==> config.mk <==
export PLATFORM = sky130hd
export DESIGN_NAME = bblur_mean
export DESIGN_NICKNAME = d
export VERILOG_FILES = /design/src/sv/bblur_pkg.sv /design/src/sv/bblur_mean.sv
export SDC_FILE = /design/constraint.sdc
export NUM_CORES = 1
export LEC_CHECK = 0
export BUFFER_PORTS_ARGS = -buffer_cell sky130_fd_sc_hd__buf_2
export CAP_MARGIN = 0
export CORE_UTILIZATION = 42
export CTS_CLUSTER_SIZE = 8
export DETAILED_ROUTE_END_ITERATION = 10
export PLACE_DENSITY = 0.69
export SLEW_MARGIN = 10
export SYNTH_ARGS = -nofsm -noshare
export SYNTH_HDL_FRONTEND = slang
export SYNTH_SLANG_ARGS = --single-unit
==> constraint.sdc <==
create_clock -name clk -period 23 [get_ports clk]
set_clock_uncertainty 0.15 [all_clocks]
set_input_delay 4.6 -clock clk [delete_from_list [all_inputs] [get_ports clk]]
set_output_delay 4.6 -clock clk [all_outputs]
set_load 0.02 [all_outputs]
==> src/sv/bblur_pkg.sv <==
package bblur_pkg;

	// Field and datapath widths
	localparam int CH_W        = 8;
	localparam int ROW_W       = 16;
	localparam int OUT_COL_W   = 10;
	localparam int FW_W        = 11;
	localparam int SUM_W       = 12;
	localparam int NUM_W       = 13;
	localparam int CNT_W       = 4;
	localparam int RECIP_W     = 17;
	localparam int RECIP_SHIFT = 17;
	localparam int PROD_W      = NUM_W + RECIP_W;

	// Register indexes as decoded from paddr[2]
	localparam logic REG_FRAME_WIDTH  = 1'b0;
	localparam logic REG_FRAME_HEIGHT = 1'b1;

	localparam logic [FW_W-1:0]  FRAME_WIDTH_RESET  = 11'd1024;
	localparam logic [ROW_W-1:0] FRAME_HEIGHT_RESET = 16'd1024;

	typedef struct packed {
		logic [CH_W-1:0] red;
		logic [CH_W-1:0] green;
		logic [CH_W-1:0] blue;
	} pixel_t;

	// One line store entry: the pixel two rows up and the pixel one row up.
	typedef struct packed {
		pixel_t older;
		pixel_t prev;
	} line_pair_t;

	// Window indexed [column][row]; column 0 is the oldest, row 2 the current row.
	typedef pixel_t [2:0][2:0] window_t;

	// Position of an accepted pixel within the frame.
	typedef struct packed {
		logic r_ge1;
		logic r_ge2;
		logic row_last;
		logic c_ge1;
		logic c_ge2;
		logic c_last;
		logic w_ge2;
	} pos_flags_t;

	// One result to be computed: the part of the window in use and its coordinates.
	typedef struct packed {
		logic [1:0]           row_lo;
		logic [1:0]           col_lo;
		logic [ROW_W-1:0]     row;
		logic [OUT_COL_W-1:0] column;
		logic                 frame_end;
	} emit_desc_t;

	typedef struct packed {
		logic [CH_W-1:0]      out_red;
		logic [CH_W-1:0]      out_green;
		logic [CH_W-1:0]      out_blue;
		logic [ROW_W-1:0]     out_row;
		logic [OUT_COL_W-1:0] out_column;
		logic                 frame_end;
	} result_t;

	typedef enum logic [1:0] {
		ST_IDLE,
		ST_LOAD,
		ST_EMIT
	} ctrl_state_t;

	// Rounded-up reciprocal of twice the count, scaled by 2**RECIP_SHIFT.
	// Exact floor division for every numerator the window can produce.
	function automatic logic [RECIP_W-1:0] recip(input logic [CNT_W-1:0] n);
		logic [RECIP_W-1:0] r;
		unique case (n)
			4'd1:    r = 17'd65536;
			4'd2:    r = 17'd32768;
			4'd3:    r = 17'd21846;
			4'd4:    r = 17'd16384;
			4'd6:    r = 17'd10923;
			4'd9:    r = 17'd7282;
			default: r = '0;
		endcase
		return r;
	endfunction

endpackage

==> src/sv/bblur_mean.sv <==
module bblur_mean import bblur_pkg::*; (
	input  logic       clk,
	input  logic       arst_n,
	input  logic       in_valid,
	output logic       in_ready,
	input  emit_desc_t in_desc,
	input  window_t    in_window,
	output logic       out_valid,
	input  logic       out_ready,
	output result_t    out_result
);

	typedef logic [2:0][2:0][CH_W-1:0] plane_t;

	plane_t               plane_r, plane_g, plane_b;
	logic [SUM_W-1:0]     sum_r, sum_g, sum_b;
	logic [CNT_W-1:0]     cnt;
	logic                 valid_s1, valid_s2;
	logic [NUM_W-1:0]     num_r_s1, num_g_s1, num_b_s1;
	logic [CNT_W-1:0]     cnt_s1;
	logic [ROW_W-1:0]     row_s1;
	logic [OUT_COL_W-1:0] column_s1;
	logic                 frame_end_s1;
	logic                 adv_s2;
	logic [RECIP_W-1:0]   rcp;
	logic [PROD_W-1:0]    prod_r, prod_g, prod_b;
	result_t              result_s2;

	// Sum of one channel over the columns and rows in use: columns first, then across.
	function automatic logic [SUM_W-1:0] plane_sum(input plane_t p, input logic [1:0] row_lo,
	                                               input logic [1:0] col_lo);
		logic [2:0][SUM_W-1:0] col_sum;
		logic [SUM_W-1:0]      total;
		total = '0;
		for (int i = 0; i < 3; i++) begin
			col_sum[i] = '0;
			for (int j = 0; j < 3; j++) begin
				if (j >= int'(row_lo)) begin
					col_sum[i] = col_sum[i] + SUM_W'(p[i][j]);
				end
			end
			if (i >= int'(col_lo)) begin
				total = total + col_sum[i];
			end
		end
		return total;
	endfunction

	// Split the window into channel planes.
	always_comb begin
		for (int i = 0; i < 3; i++) begin
			for (int j = 0; j < 3; j++) begin
				plane_r[i][j] = in_window[i][j].red;
				plane_g[i][j] = in_window[i][j].green;
				plane_b[i][j] = in_window[i][j].blue;
			end
		end
	end

	assign sum_r = plane_sum(plane_r, in_desc.row_lo, in_desc.col_lo);
	assign sum_g = plane_sum(plane_g, in_desc.row_lo, in_desc.col_lo);
	assign sum_b = plane_sum(plane_b, in_desc.row_lo, in_desc.col_lo);
	assign cnt   = CNT_W'(2'd3 - in_desc.row_lo) * CNT_W'(2'd3 - in_desc.col_lo);

	// Stalling pipeline: each stage advances when the next one is free or draining.
	assign adv_s2   = !valid_s2 || out_ready;
	assign in_ready = !valid_s1 || adv_s2;

	always_ff @(posedge clk or negedge arst_n) begin
		if (!arst_n) begin
			valid_s1 <= 1'b0;
			valid_s2 <= 1'b0;
		end else begin
			if (in_ready) begin
				valid_s1 <= in_valid;
			end
			if (adv_s2) begin
				valid_s2 <= valid_s1;
			end
		end
	end

	// Stage one: numerator 2*sum + count for rounding half up.
	always_ff @(posedge clk) begin
		if (in_valid && in_ready) begin
			num_r_s1     <= {sum_r, 1'b0} + NUM_W'(cnt);
			num_g_s1     <= {sum_g, 1'b0} + NUM_W'(cnt);
			num_b_s1     <= {sum_b, 1'b0} + NUM_W'(cnt);
			cnt_s1       <= cnt;
			row_s1       <= in_desc.row;
			column_s1    <= in_desc.column;
			frame_end_s1 <= in_desc.frame_end;
		end
	end

	// Stage two: divide by twice the count through the reciprocal table.
	assign rcp    = recip(cnt_s1);
	assign prod_r = PROD_W'(num_r_s1) * PROD_W'(rcp);
	assign prod_g = PROD_W'(num_g_s1) * PROD_W'(rcp);
	assign prod_b = PROD_W'(num_b_s1) * PROD_W'(rcp);

	always_ff @(posedge clk) begin
		if (adv_s2 && valid_s1) begin
			result_s2.out_red    <= prod_r[RECIP_SHIFT +: CH_W];
			result_s2.out_green  <= prod_g[RECIP_SHIFT +: CH_W];
			result_s2.out_blue   <= prod_b[RECIP_SHIFT +: CH_W];
			result_s2.out_row    <= row_s1;
			result_s2.out_column <= column_s1;
			result_s2.frame_end  <= frame_end_s1;
		end
	end

	assign out_valid  = valid_s2;
	assign out_result = result_s2;

endmodule
==> flow_summary.ini <==
[hold_path]
hp-class = register to register
whs_path_depth = 0

[clock_network]
cts_tree = built
clockRootBuffer = clkbuf_16
insertion_delay_ns = 0.44
ctsHoldBuffers = 0
htreeDepth = 4
cts_buffer_depth = 2
cts_resized = 0
clock_sinks = 120
post_cts_buffers = 0
cts_buffers = 17
cts.clk_slew.worst_paths_ns = 0.06

[power]
power_density_mw_per_mm2 = 51.04
pwr-share-clk = 0.185
p_seq_frac = 0.213
swShare = 0.4389
intPower_w = 0.0008850
vdd_drop_max_mv = 0.04198
finalPower_w = 0.001577
combPwrFrac = 0.603
leakagePower_nw = 15.71
switching_power_w = 0.0006922

[detailed_routing]
vias_per_cell = 4.970
routed_wl_um = 66450
vias = 20310
ant_nets = 0
drtIter0Drc = 1029
firstDrtPassIters = 5
routedWlPerCell_um = 16.26
drc = 0

[setup_path]
reg2reg_depth = 21
worstSetupPathType = input pin to register
path_delay_family = adder cells
path_depth = 29
end_kind = register
cp_data_arrival_time_ns = 11.26
slowest_stage = or4_4
critical_path_required_ns = 23.13
start_kind = input pin
crit_fanout = 69
rrSetupSlack_ns = 14.71
path_buf_inv = 2
cpPeakStageDelay_ns = 0.57

[synth]
syn_area_mm2 = 0.02771
ys_seq_area_frac = 0.1297
synth_cell_types = 65
synth-main-ff-cell = edfxtp_1
synth_edf_count = 118
synth_seq_cells = 120
yosys_warnings = 0
syn_inst = 2927
syn_avg_cell_area_um2 = 9.467
synthArstFlopShare = 0.01667

[placement]
gp_congestion = 0.9462
hpwl_um = 57870
port_buffers = 303

[cells_and_area]
final_cell_mix = inv_1, fa_1, ha_1, buf_2, and2_1
layout_commonest_cell = inv_1
utilization = 0.4767
final.fill_count = 6096
areaGrowthSynthToFinish_pct = 11.51
post_route_cells_drive_above_1_share = 0.1159
finalNetCount = 4268

[floorplanning]
dieArea_mm2 = 0.06701
io_pins = 304
initial_core_util = 0.4275
dieWidth_um = 258.9
row_count = 93
core_mm2 = 0.06481
dieHeight_um = 258.9

[outcome]
status = finished clean

[sta]
drv_slew = 0
final.setup.tns_ns = 0
finalSetupViolCount = 0
rsz0062_at_grt = false
worstMarginPinSlew_ns = 0.8757
max_freq_mhz = 89.88
hold-worst-slack_ns = 0.2683
fin_crit_ns = 11.13
finalCritPeriodShare = 0.4837
hold_viol_final = 0
timing.slew.headroom = 0.4153

[global_routing]
grt_start_max_net_pins = 70
grt_pass1_wl_um = 108200
grt-ovfl-total = 0
grt_antenna_before_repair = 9
grt_pass1_vias = 21020
grt_usage = 0.2046

[flow_run]
drv_cap = 0
state kept, by name, summed over array words and instances, names as in the netlist:
| register | count |
|---|---|
| num_g_s1 | 12 |
| frame_end_s1 | 1 |
| valid_s1 | 1 |
| row_s1 | 16 |
| out_result | 51 |
| column_s1 | 10 |
| num_b_s1 | 12 |
| cnt_s1 | 3 |
| out_valid | 1 |
| num_r_s1 | 13 |
Yosys cell counts, types with 5 or more instances:
master      n  area, um^2
a31oi_1     8       50.05
a21boi_0    6       45.04
o31ai_1     5       37.54
and2_1    248        1551
fa_1      441        8828
xnor2_1   145        1270
o21ai_0    59       295.3
ha_1      362        4529
xor2_1     65       569.3
nand2_1   168       630.6
nand3_1    17       85.08
and3_1      8       50.05
nor3_1     28       140.1
nor4_1      5       31.28
buf_1       5       18.77
nor4b_1     7       61.31
o21bai_1   42       315.3
edfxtp_1  118        3543
inv_1     527        1978
a21oi_1   141       705.7
a21o_1     55       412.9
nor2b_1    60       375.4
clkbuf_1   54       202.7
a211oi_1    6       45.04
mux2i_1     9       90.09
maj3_1      8       80.08
a31o_2      5       43.79
or3_1       6       37.54
o21a_1     19       142.6
nor3b_1     7       52.55
nand2b_1   17       106.4
o21ai_1     5       25.02
nor2_1    205       769.5
power by group through the flow:
| stage | sequential [W] | clock [W] | combinational (W) |
|---|---|---|---|
| 2_1_floorplan | 0.000347 | 0 | 0.000695 |
| 3_3_place_gp | 0.000336 | 0 | 0.000939 |
| 5_1_grt | 0.000340 | 0.000306 | 0.00110 |
| 6_report | 0.000335 | 0.000291 | 0.000951 |
| 3_5_place_dp | 0.000338 | 0 | 0.000954 |
| 4_1_cts | 0.000334 | 0.000297 | 0.000964 |
stage by stage:
step                instances  cell area, um^2  worst slack [ns]
global route             4084            30890             11.38
global placement         4050            30260             11.52
CTS                      4082            30890             11.86
finish                   4086            30900             11.87
floorplan                2937            27750             11.96
detailed placement       4050            30260             11.41
final timing paths:
kind | to | from
max | num_r_s1[12]$_DFFE_PP_ | in_desc[30]
min | out_result[16]$_DFFE_PP_ | row_s1[5]$_DFFE_PP_
max reg2reg | out_result[50]$_DFFE_PP_ | cnt_s1[3]$_DFFE_PP_
min reg2reg | out_result[16]$_DFFE_PP_ | row_s1[5]$_DFFE_PP_
max in group asynchronous | valid_s1$_DFFE_PN0N_ | arst_n
min in group asynchronous | out_valid$_DFFE_PN0P_ | arst_n
layout make-up:
type	instances	area, um^2	share of cell area
multi-input cells	2228	21980	0.7112
flip-flops and latches	120	3593	0.1163
inverters	527	1978	0.06402
repair buffers	320	1647	0.05329
well taps	855	1070	0.03462
clock buffers	19	432.9	0.01401
clock inverters	13	192.7	0.006236
diodes	4	10.01	0.0003239
worst reg2reg max path, delay by kind of cell, from the launching register on:
family / cells / cell delay, ns
adder cells (fa/ha/maj): 6 / 2.81
AO/OA/AOI/OAI: 6 / 1.92
buffers and inverters: 4 / 1.27
AND/OR/NAND/NOR: 4 / 0.93
flip-flops: 1 / 0.53
XOR/XNOR: 1 / 0.42
per-layer routing:
metal	track usage	routed length (um)	vias up
met5	0	61	-
met1	0.2624	28590	9779
met4	0.06082	1730	10
met3	0.02827	3165	81
met2	0.3569	32900	524
li1	-	-	9915
kinds of logic (layout without fill, tap and decap cells):
family                   count (synthesis)  in the layout  share of synthesized area
XOR/XNOR                               210            210                    0.06637
buffers and inverters                  589            879                    0.08037
multiplexers                            11             11                   0.004064
AO/OA/AOI/OAI                          386            386                    0.08773
AND/OR/NAND/NOR                        798            798                     0.1466
other                                    2             16                  0.0002710
adder cells (fa/ha/maj)                811            811                     0.4849
flip-flops                             120            120                     0.1297
(Power assumes the default switching activity.)
