==> config.mk <==
export PLATFORM = sky130hd
export DESIGN_NAME = bblur_window_ctrl
export DESIGN_NICKNAME = d
export VERILOG_FILES = /design/src/sv/bblur_pkg.sv /design/src/sv/bblur_window_ctrl.sv
export SDC_FILE = /design/constraint.sdc
export NUM_CORES = 1
export LEC_CHECK = 0
export ABC_AREA = 0
export BUFFER_PORTS_ARGS = -buffer_cell sky130_fd_sc_hd__buf_4
export CAP_MARGIN = 20
export CORE_MARGIN = 4
export CORE_UTILIZATION = 53
export DETAILED_ROUTE_END_ITERATION = 6
export PLACE_DENSITY = 0.83
export SLEW_MARGIN = 20
export SYNTH_ARGS = -nofsm -noshare
export SYNTH_HDL_FRONTEND = slang
export SYNTH_SLANG_ARGS = --single-unit
==> constraint.sdc <==
create_clock -name clk -period 9.91 [get_ports clk]
set_clock_uncertainty 0.15 [all_clocks]
set_input_delay 0.4955 -clock clk [delete_from_list [all_inputs] [get_ports clk]]
set_output_delay 0.4955 -clock clk [all_outputs]
set_load 0.02 [all_outputs]
==> src/sv/bblur_pkg.sv <==
package bblur_pkg;

	// Field and datapath widths
	localparam int CH_W        = 8;
	localparam int ROW_W       = 16;
	localparam int OUT_COL_W   = 10;
	localparam int FW_W        = 11;
	localparam int SUM_W       = 12;
	localparam int NUM_W       = 13;
	localparam int CNT_W       = 4;
	localparam int RECIP_W     = 17;
	localparam int RECIP_SHIFT = 17;
	localparam int PROD_W      = NUM_W + RECIP_W;

	// Register indexes as decoded from paddr[2]
	localparam logic REG_FRAME_WIDTH  = 1'b0;
	localparam logic REG_FRAME_HEIGHT = 1'b1;

	localparam logic [FW_W-1:0]  FRAME_WIDTH_RESET  = 11'd1024;
	localparam logic [ROW_W-1:0] FRAME_HEIGHT_RESET = 16'd1024;

	typedef struct packed {
		logic [CH_W-1:0] red;
		logic [CH_W-1:0] green;
		logic [CH_W-1:0] blue;
	} pixel_t;

	// One line store entry: the pixel two rows up and the pixel one row up.
	typedef struct packed {
		pixel_t older;
		pixel_t prev;
	} line_pair_t;

	// Window indexed [column][row]; column 0 is the oldest, row 2 the current row.
	typedef pixel_t [2:0][2:0] window_t;

	// Position of an accepted pixel within the frame.
	typedef struct packed {
		logic r_ge1;
		logic r_ge2;
		logic row_last;
		logic c_ge1;
		logic c_ge2;
		logic c_last;
		logic w_ge2;
	} pos_flags_t;

	// One result to be computed: the part of the window in use and its coordinates.
	typedef struct packed {
		logic [1:0]           row_lo;
		logic [1:0]           col_lo;
		logic [ROW_W-1:0]     row;
		logic [OUT_COL_W-1:0] column;
		logic                 frame_end;
	} emit_desc_t;

	typedef struct packed {
		logic [CH_W-1:0]      out_red;
		logic [CH_W-1:0]      out_green;
		logic [CH_W-1:0]      out_blue;
		logic [ROW_W-1:0]     out_row;
		logic [OUT_COL_W-1:0] out_column;
		logic                 frame_end;
	} result_t;

	typedef enum logic [1:0] {
		ST_IDLE,
		ST_LOAD,
		ST_EMIT
	} ctrl_state_t;

	// Rounded-up reciprocal of twice the count, scaled by 2**RECIP_SHIFT.
	// Exact floor division for every numerator the window can produce.
	function automatic logic [RECIP_W-1:0] recip(input logic [CNT_W-1:0] n);
		logic [RECIP_W-1:0] r;
		unique case (n)
			4'd1:    r = 17'd65536;
			4'd2:    r = 17'd32768;
			4'd3:    r = 17'd21846;
			4'd4:    r = 17'd16384;
			4'd6:    r = 17'd10923;
			4'd9:    r = 17'd7282;
			default: r = '0;
		endcase
		return r;
	endfunction

endpackage

==> src/sv/bblur_window_ctrl.sv <==
module bblur_window_ctrl import bblur_pkg::*; #(
	parameter int COL_W = 10
) (
	input  logic             clk,
	input  logic             arst_n,
	input  logic             restart,
	input  logic [COL_W-1:0] last_col,
	input  logic [ROW_W-1:0] last_row,
	input  logic             in_valid,
	output logic             in_ready,
	input  pixel_t           in_pixel,
	output logic             rd_en,
	output logic [COL_W-1:0] rd_addr,
	input  line_pair_t       rd_data,
	output logic             wr_en,
	output logic [COL_W-1:0] wr_addr,
	output line_pair_t       wr_data,
	output logic             emit_valid,
	input  logic             emit_ready,
	output emit_desc_t       emit_desc,
	output window_t          window
);

	ctrl_state_t      state_q, state_d;
	logic [ROW_W-1:0] row_q;
	logic [COL_W-1:0] col_q;
	pixel_t           pix_s1;
	logic [ROW_W-1:0] row_s1;
	logic [COL_W-1:0] col_s1;
	pos_flags_t       flags;
	pos_flags_t       flags_s1;
	logic [3:0]       pend_q;
	logic [3:0]       pend_load;
	logic [3:0]       pend_rest;
	window_t          window_q;
	logic             accept;
	logic             emit_upper;
	logic             emit_right;

	// Position of the pixel about to be accepted.
	always_comb begin
		flags.r_ge1    = row_q != '0;
		flags.r_ge2    = row_q > ROW_W'(1);
		flags.row_last = row_q == last_row;
		flags.c_ge1    = col_q != '0;
		flags.c_ge2    = (col_q != '0) && (col_q != COL_W'(1));
		flags.c_last   = col_q == last_col;
		flags.w_ge2    = last_col != '0;
	end

	// Results due for the loaded pixel, lowest bit first:
	// upper-left, upper row end, last-row left, last-row end.
	assign pend_load = {flags_s1.row_last & flags_s1.c_last,
	                    flags_s1.row_last & flags_s1.c_ge1,
	                    flags_s1.r_ge1 & flags_s1.c_last,
	                    flags_s1.r_ge1 & flags_s1.c_ge1};
	assign pend_rest = pend_q & (pend_q - 4'd1);

	// State register.
	always_ff @(posedge clk or negedge arst_n) begin
		if (!arst_n) begin
			state_q <= ST_IDLE;
		end else begin
			state_q <= state_d;
		end
	end

	// Next state and control outputs.
	always_comb begin
		state_d    = state_q;
		in_ready   = 1'b0;
		rd_en      = 1'b0;
		wr_en      = 1'b0;
		emit_valid = 1'b0;
		unique case (state_q)
			ST_IDLE: begin
				in_ready = 1'b1;
				if (in_valid) begin
					rd_en   = 1'b1;
					state_d = ST_LOAD;
				end
			end
			ST_LOAD: begin
				wr_en   = 1'b1;
				state_d = (pend_load != '0) ? ST_EMIT : ST_IDLE;
			end
			ST_EMIT: begin
				emit_valid = 1'b1;
				if (emit_ready && (pend_rest == '0)) begin
					state_d = ST_IDLE;
				end
			end
			default: state_d = ST_IDLE;
		endcase
	end

	assign accept = in_valid & in_ready;

	// Frame position counters; a register write restarts the frame.
	always_ff @(posedge clk or negedge arst_n) begin
		if (!arst_n) begin
			row_q <= '0;
			col_q <= '0;
		end else if (restart) begin
			row_q <= '0;
			col_q <= '0;
		end else if (accept) begin
			if (flags.c_last) begin
				col_q <= '0;
				row_q <= flags.row_last ? '0 : row_q + 1'b1;
			end else begin
				col_q <= col_q + 1'b1;
			end
		end
	end

	// Pending results and the window, which shifts in the column read back.
	// Within a column, row 0 is the older line, row 1 the previous line, row 2 the new pixel.
	always_ff @(posedge clk or negedge arst_n) begin
		if (!arst_n) begin
			pend_q   <= '0;
			window_q <= '0;
		end else if (state_q == ST_LOAD) begin
			pend_q      <= pend_load;
			window_q[0] <= window_q[1];
			window_q[1] <= window_q[2];
			window_q[2] <= {pix_s1, rd_data.prev, rd_data.older};
		end else if (emit_valid && emit_ready) begin
			pend_q <= pend_rest;
		end
	end

	// Accepted pixel and its position.
	always_ff @(posedge clk) begin
		if (accept) begin
			pix_s1   <= in_pixel;
			row_s1   <= row_q;
			col_s1   <= col_q;
			flags_s1 <= flags;
		end
	end

	// Read the column, then write it back shifted up by one row.
	assign rd_addr       = col_q;
	assign wr_addr       = col_s1;
	assign wr_data.older = rd_data.prev;
	assign wr_data.prev  = pix_s1;

	// Describe the lowest pending result.
	always_comb begin
		emit_upper = pend_q[0] | pend_q[1];
		emit_right = !pend_q[0] && (pend_q[1] || !pend_q[2]);
		if (emit_upper) begin
			emit_desc.row_lo = flags_s1.r_ge2 ? 2'd0 : 2'd1;
			emit_desc.row    = row_s1 - 1'b1;
		end else begin
			emit_desc.row_lo = flags_s1.r_ge1 ? 2'd1 : 2'd2;
			emit_desc.row    = row_s1;
		end
		if (emit_right) begin
			emit_desc.col_lo = flags_s1.w_ge2 ? 2'd1 : 2'd2;
			emit_desc.column = OUT_COL_W'(col_s1);
		end else begin
			emit_desc.col_lo = flags_s1.c_ge2 ? 2'd0 : 2'd1;
			emit_desc.column = OUT_COL_W'(col_s1 - 1'b1);
		end
		emit_desc.frame_end = pend_q == 4'b1000;
	end

	assign window = window_q;

endmodule

==> out/metrics.yaml <==
run_status:
  status: "finished clean"
setup_path:
  crit-reg2reg-launch: "state_q[0]"
  worstSetupEndpointType: "primary output"
  crit_type: "reg -> out"
  cp.arrival_ns: 2.88
  critical_path.startpoint: "pend_q[1]"
  critical_path.max_stage_delay_ns: 0.70
  crit_end: "emit_desc[9]"
  worstRegToRegCells: 6
  regToRegSetupSlack_ns: 7.17
  critical_path_depth: 6
  critPathBufInv: 1
  critPathSlowestCell: "a2111oi_1"
  cpLargestDelayFamily: "simple AND/OR/NAND/NOR gates"
  cp-start-kind: "flip-flop"
  reg2reg_to: "row_q[13]"
  cp_cell_sequence: "nand2b_1 -> a2111oi_1 -> nand2_1 -> nor4_1 -> xor2_1 -> buf_4"
  crit_required_ns: 9.26
  crit_fanout: 5
detailed_routing:
  drc: 0
  wl_met2_um: 18800
  dr.max_layer_used: "met5"
  wirelength_met1_um: 13410
  detail_route.wl_per_cell_um: 18.09
  drt-pass1-iter-count: 5
  drt_wl_total_um: 37230
  vias: 10790
  vias_per_cell: 5.245
  antenna_left: 0
  wl_met3_um: 3250
  drt_iter0_drc: 1011
logic_synthesis:
  synth.net_count: 1443
  ys_seq_elements: 305
  synth_area_per_cell_um2: 9.505
  synthTopCellsByCount: "681 x nand2_1, 248 x dfrtp_1, 57 x edfxtp_1"
  synthSimpleGateAreaFrac: 0.2565
  ys.flop_type: "dfrtp_1"
  async_flop_share: 0.8131
  synth.largest_area_cell: "dfrtp_1"
  synthMuxAreaShare: 0
  synthDistinctLibCells: 53
  synth_area_leaders: "dfrtp_1 49%, nand2_1 20%, edfxtp_1 14%"
  synth_top_family_by_area: "simple AND/OR/NAND/NOR gates"
  yosysMostFrequentCell: "nand2_1"
  synth_top_area_frac: 0.4902
  synth_compound_area_frac: 0.03330
  syn_inst: 1332
  ys_seq_area_frac: 0.6254
  yosys_warnings: 0
  netlist_area_um2: 12660
  synth_adder_area_share: 0.008697
  synth_edf_count: 57
  synth_xor_area_frac: 0.03805
cells_and_area:
  syn_to_final_growth_pct: 34.70
  fin_nets: 1828
  seq_area_um2: 7918
  multi_input_area_um2: 4269
  instances_no_fill: 2058
  n_antenna_cell: 0
  fillCellCount: 1656
  drive_above_1_share: 0.2818
timing:
  hold_viol: 0
  slew_viol_final: 0
  timing.final.crit_share: 0.3556
  setup_viol: 0
  setup_tns_ns: 0
  slew_headroom: 0.3358
  max_freq_mhz: 283.7
  rsz0062_at_grt: "false"
  worstMarginPinSlew_ns: 0.9962
  post-route-min-period_ns: 3.524
placement:
  dp.cells: 1997
  port_buffers: 421
  place_congestion: 0.8796
  dpl.hpwl_um: 26490
grt:
  antenna_found_initial: 1
  grt_max_degree: 122
  overflow: 0
  grt_first_pass_wirelength_um: 56630
  grt_usage: 0.2704
  grt_pass1_vias: 10400
pwr:
  power_leakage_uw: 0.008876
  p_seq_frac: 0.368
  switchingPower_uw: 2337
  p_comb_frac: 0.414
  p_sw_frac: 0.4083
  clock_power_share: 0.219
  ir_worst_vdd_v: 0.0002233
  power.density_nw_per_um2: 335.7
  p_int_uw: 3387
clocking:
  clock_latency_ns: 0.50
  cts_setup_buffers: 0
  root_buffer: "clkbuf_16"
  hold_buffers: 3
  htreeDepth: 2
  cts.sinks: 305
  ctsLongestPathBuffers: 3
  post_cts_resized: 0
  cts_tree: "done"
  numCtsBuffers: 34
  path_clk_slew_ns: 0.06
die:
  die_x_um: 162.6
  pin_count: 422
  chipHeight_um: 162.6
  start_util: 0.5394
  row_count: 56
  dieArea_um2: 26430
  core_area_um2: 23470
hold_path:
  hold_class: "in -> reg"
job:
  drv_cap: 0
==> sequential cells by signal (all words and copies together) (netlist names) <==
register and flops:
flags_s1 7, pend_q 4, rd_addr 10, row_q 16, row_s1 16, state_q 2
window 216, wr_addr 10, wr_data 24
==> worst min-delay path by stage <==
stage / from / end / slack (ns) / cells past startpoint
final: in_pixel[21] / wr_data[21] / 0.02 / 1
after global routing: in_pixel[19] / wr_data[19] / 0.002 / 1
after CTS: in_pixel[21] / wr_data[21] / 0.0002 / 1
after detailed placement: wr_data[8] / window[200] / 0.31 / 2
after global placement: wr_data[5] / window[197] / 0.30 / 2
after floorplan: arst_n / pend_q[0] / 0.05 / 0
==> power by group through the flow <==
stage                     clock network, uW  logic (uW)  registers (uW)
after global routing                   1330        2550            2170
after detailed placement                  0        2370            2120
after global placement                    0        2320            2100
final                                  1250        2370            2100
after CTS                              1270        2390            2100
after floorplan                           0         801            2560
==> logic make-up (layout without fill, tap and decap cells) <==
kind of cell | count (synthesis) | after routing
flip-flops | 305 | 305
adder cells (fa/ha/maj) | 9 | 9
AND/OR/NAND/NOR | 801 | 801
AO/OA/AOI/OAI | 58 | 58
XOR/XNOR | 55 | 55
buffers and inverters | 104 | 511
==> layout make-up <==
type | instances | area share
clock buffers | 51 | 0.06075
clock inverters | 7 | 0.005282
inverters | 23 | 0.005356
repair buffers | 430 | 0.1906
flip-flops and latches | 305 | 0.4643
well taps | 319 | 0.02340
multi-input cells | 923 | 0.2503
==> metrics by stage <==
stage	util	hold slack, ns	cell area, um^2	power (uW)	worst slack (ns)
floorplan	-	0.04991	12660	3359	6.424
global placement	0.6770	0.2985	15890	4416	6.932
detailed placement	0.6770	0.3086	15890	4489	6.924
CTS	0.7262	0.0001891	17050	5762	6.424
global route	0.7265	0.001903	17050	6043	6.334
finish	0.7265	0.01698	17050	5724	6.386
==> per-layer routing <==
layer	vias up	track usage
met3	102	0.07011
met1	5167	0.3273
met5	-	0
met4	2	0.1216
met2	502	0.4585
li1	5021	-
==> placed cells by master (no fill, tap or decap), types with 3 or more instances in the layout <==
master / count
nor4_1: 10
nor3_1: 10
nand3_1: 20
edfxtp_1: 57
a32o_1: 3
a31oi_1: 3
clkbuf_1: 6
o21ai_0: 10
a21oi_1: 9
nand2_1: 681
clkbuf_16: 35
ha_1: 8
dlygate4sd3_1: 3
o211ai_1: 4
or3_1: 5
inv_1: 21
clkbuf_8: 10
xnor2_1: 41
nor2b_1: 4
a22o_1: 5
nand4_1: 13
o22ai_1: 9
or4_1: 4
and4_1: 5
buf_4: 424
dfrtp_1: 248
nor2_1: 34
xor2_1: 14
No activity file was read; power rests on OpenSTA's default activity.
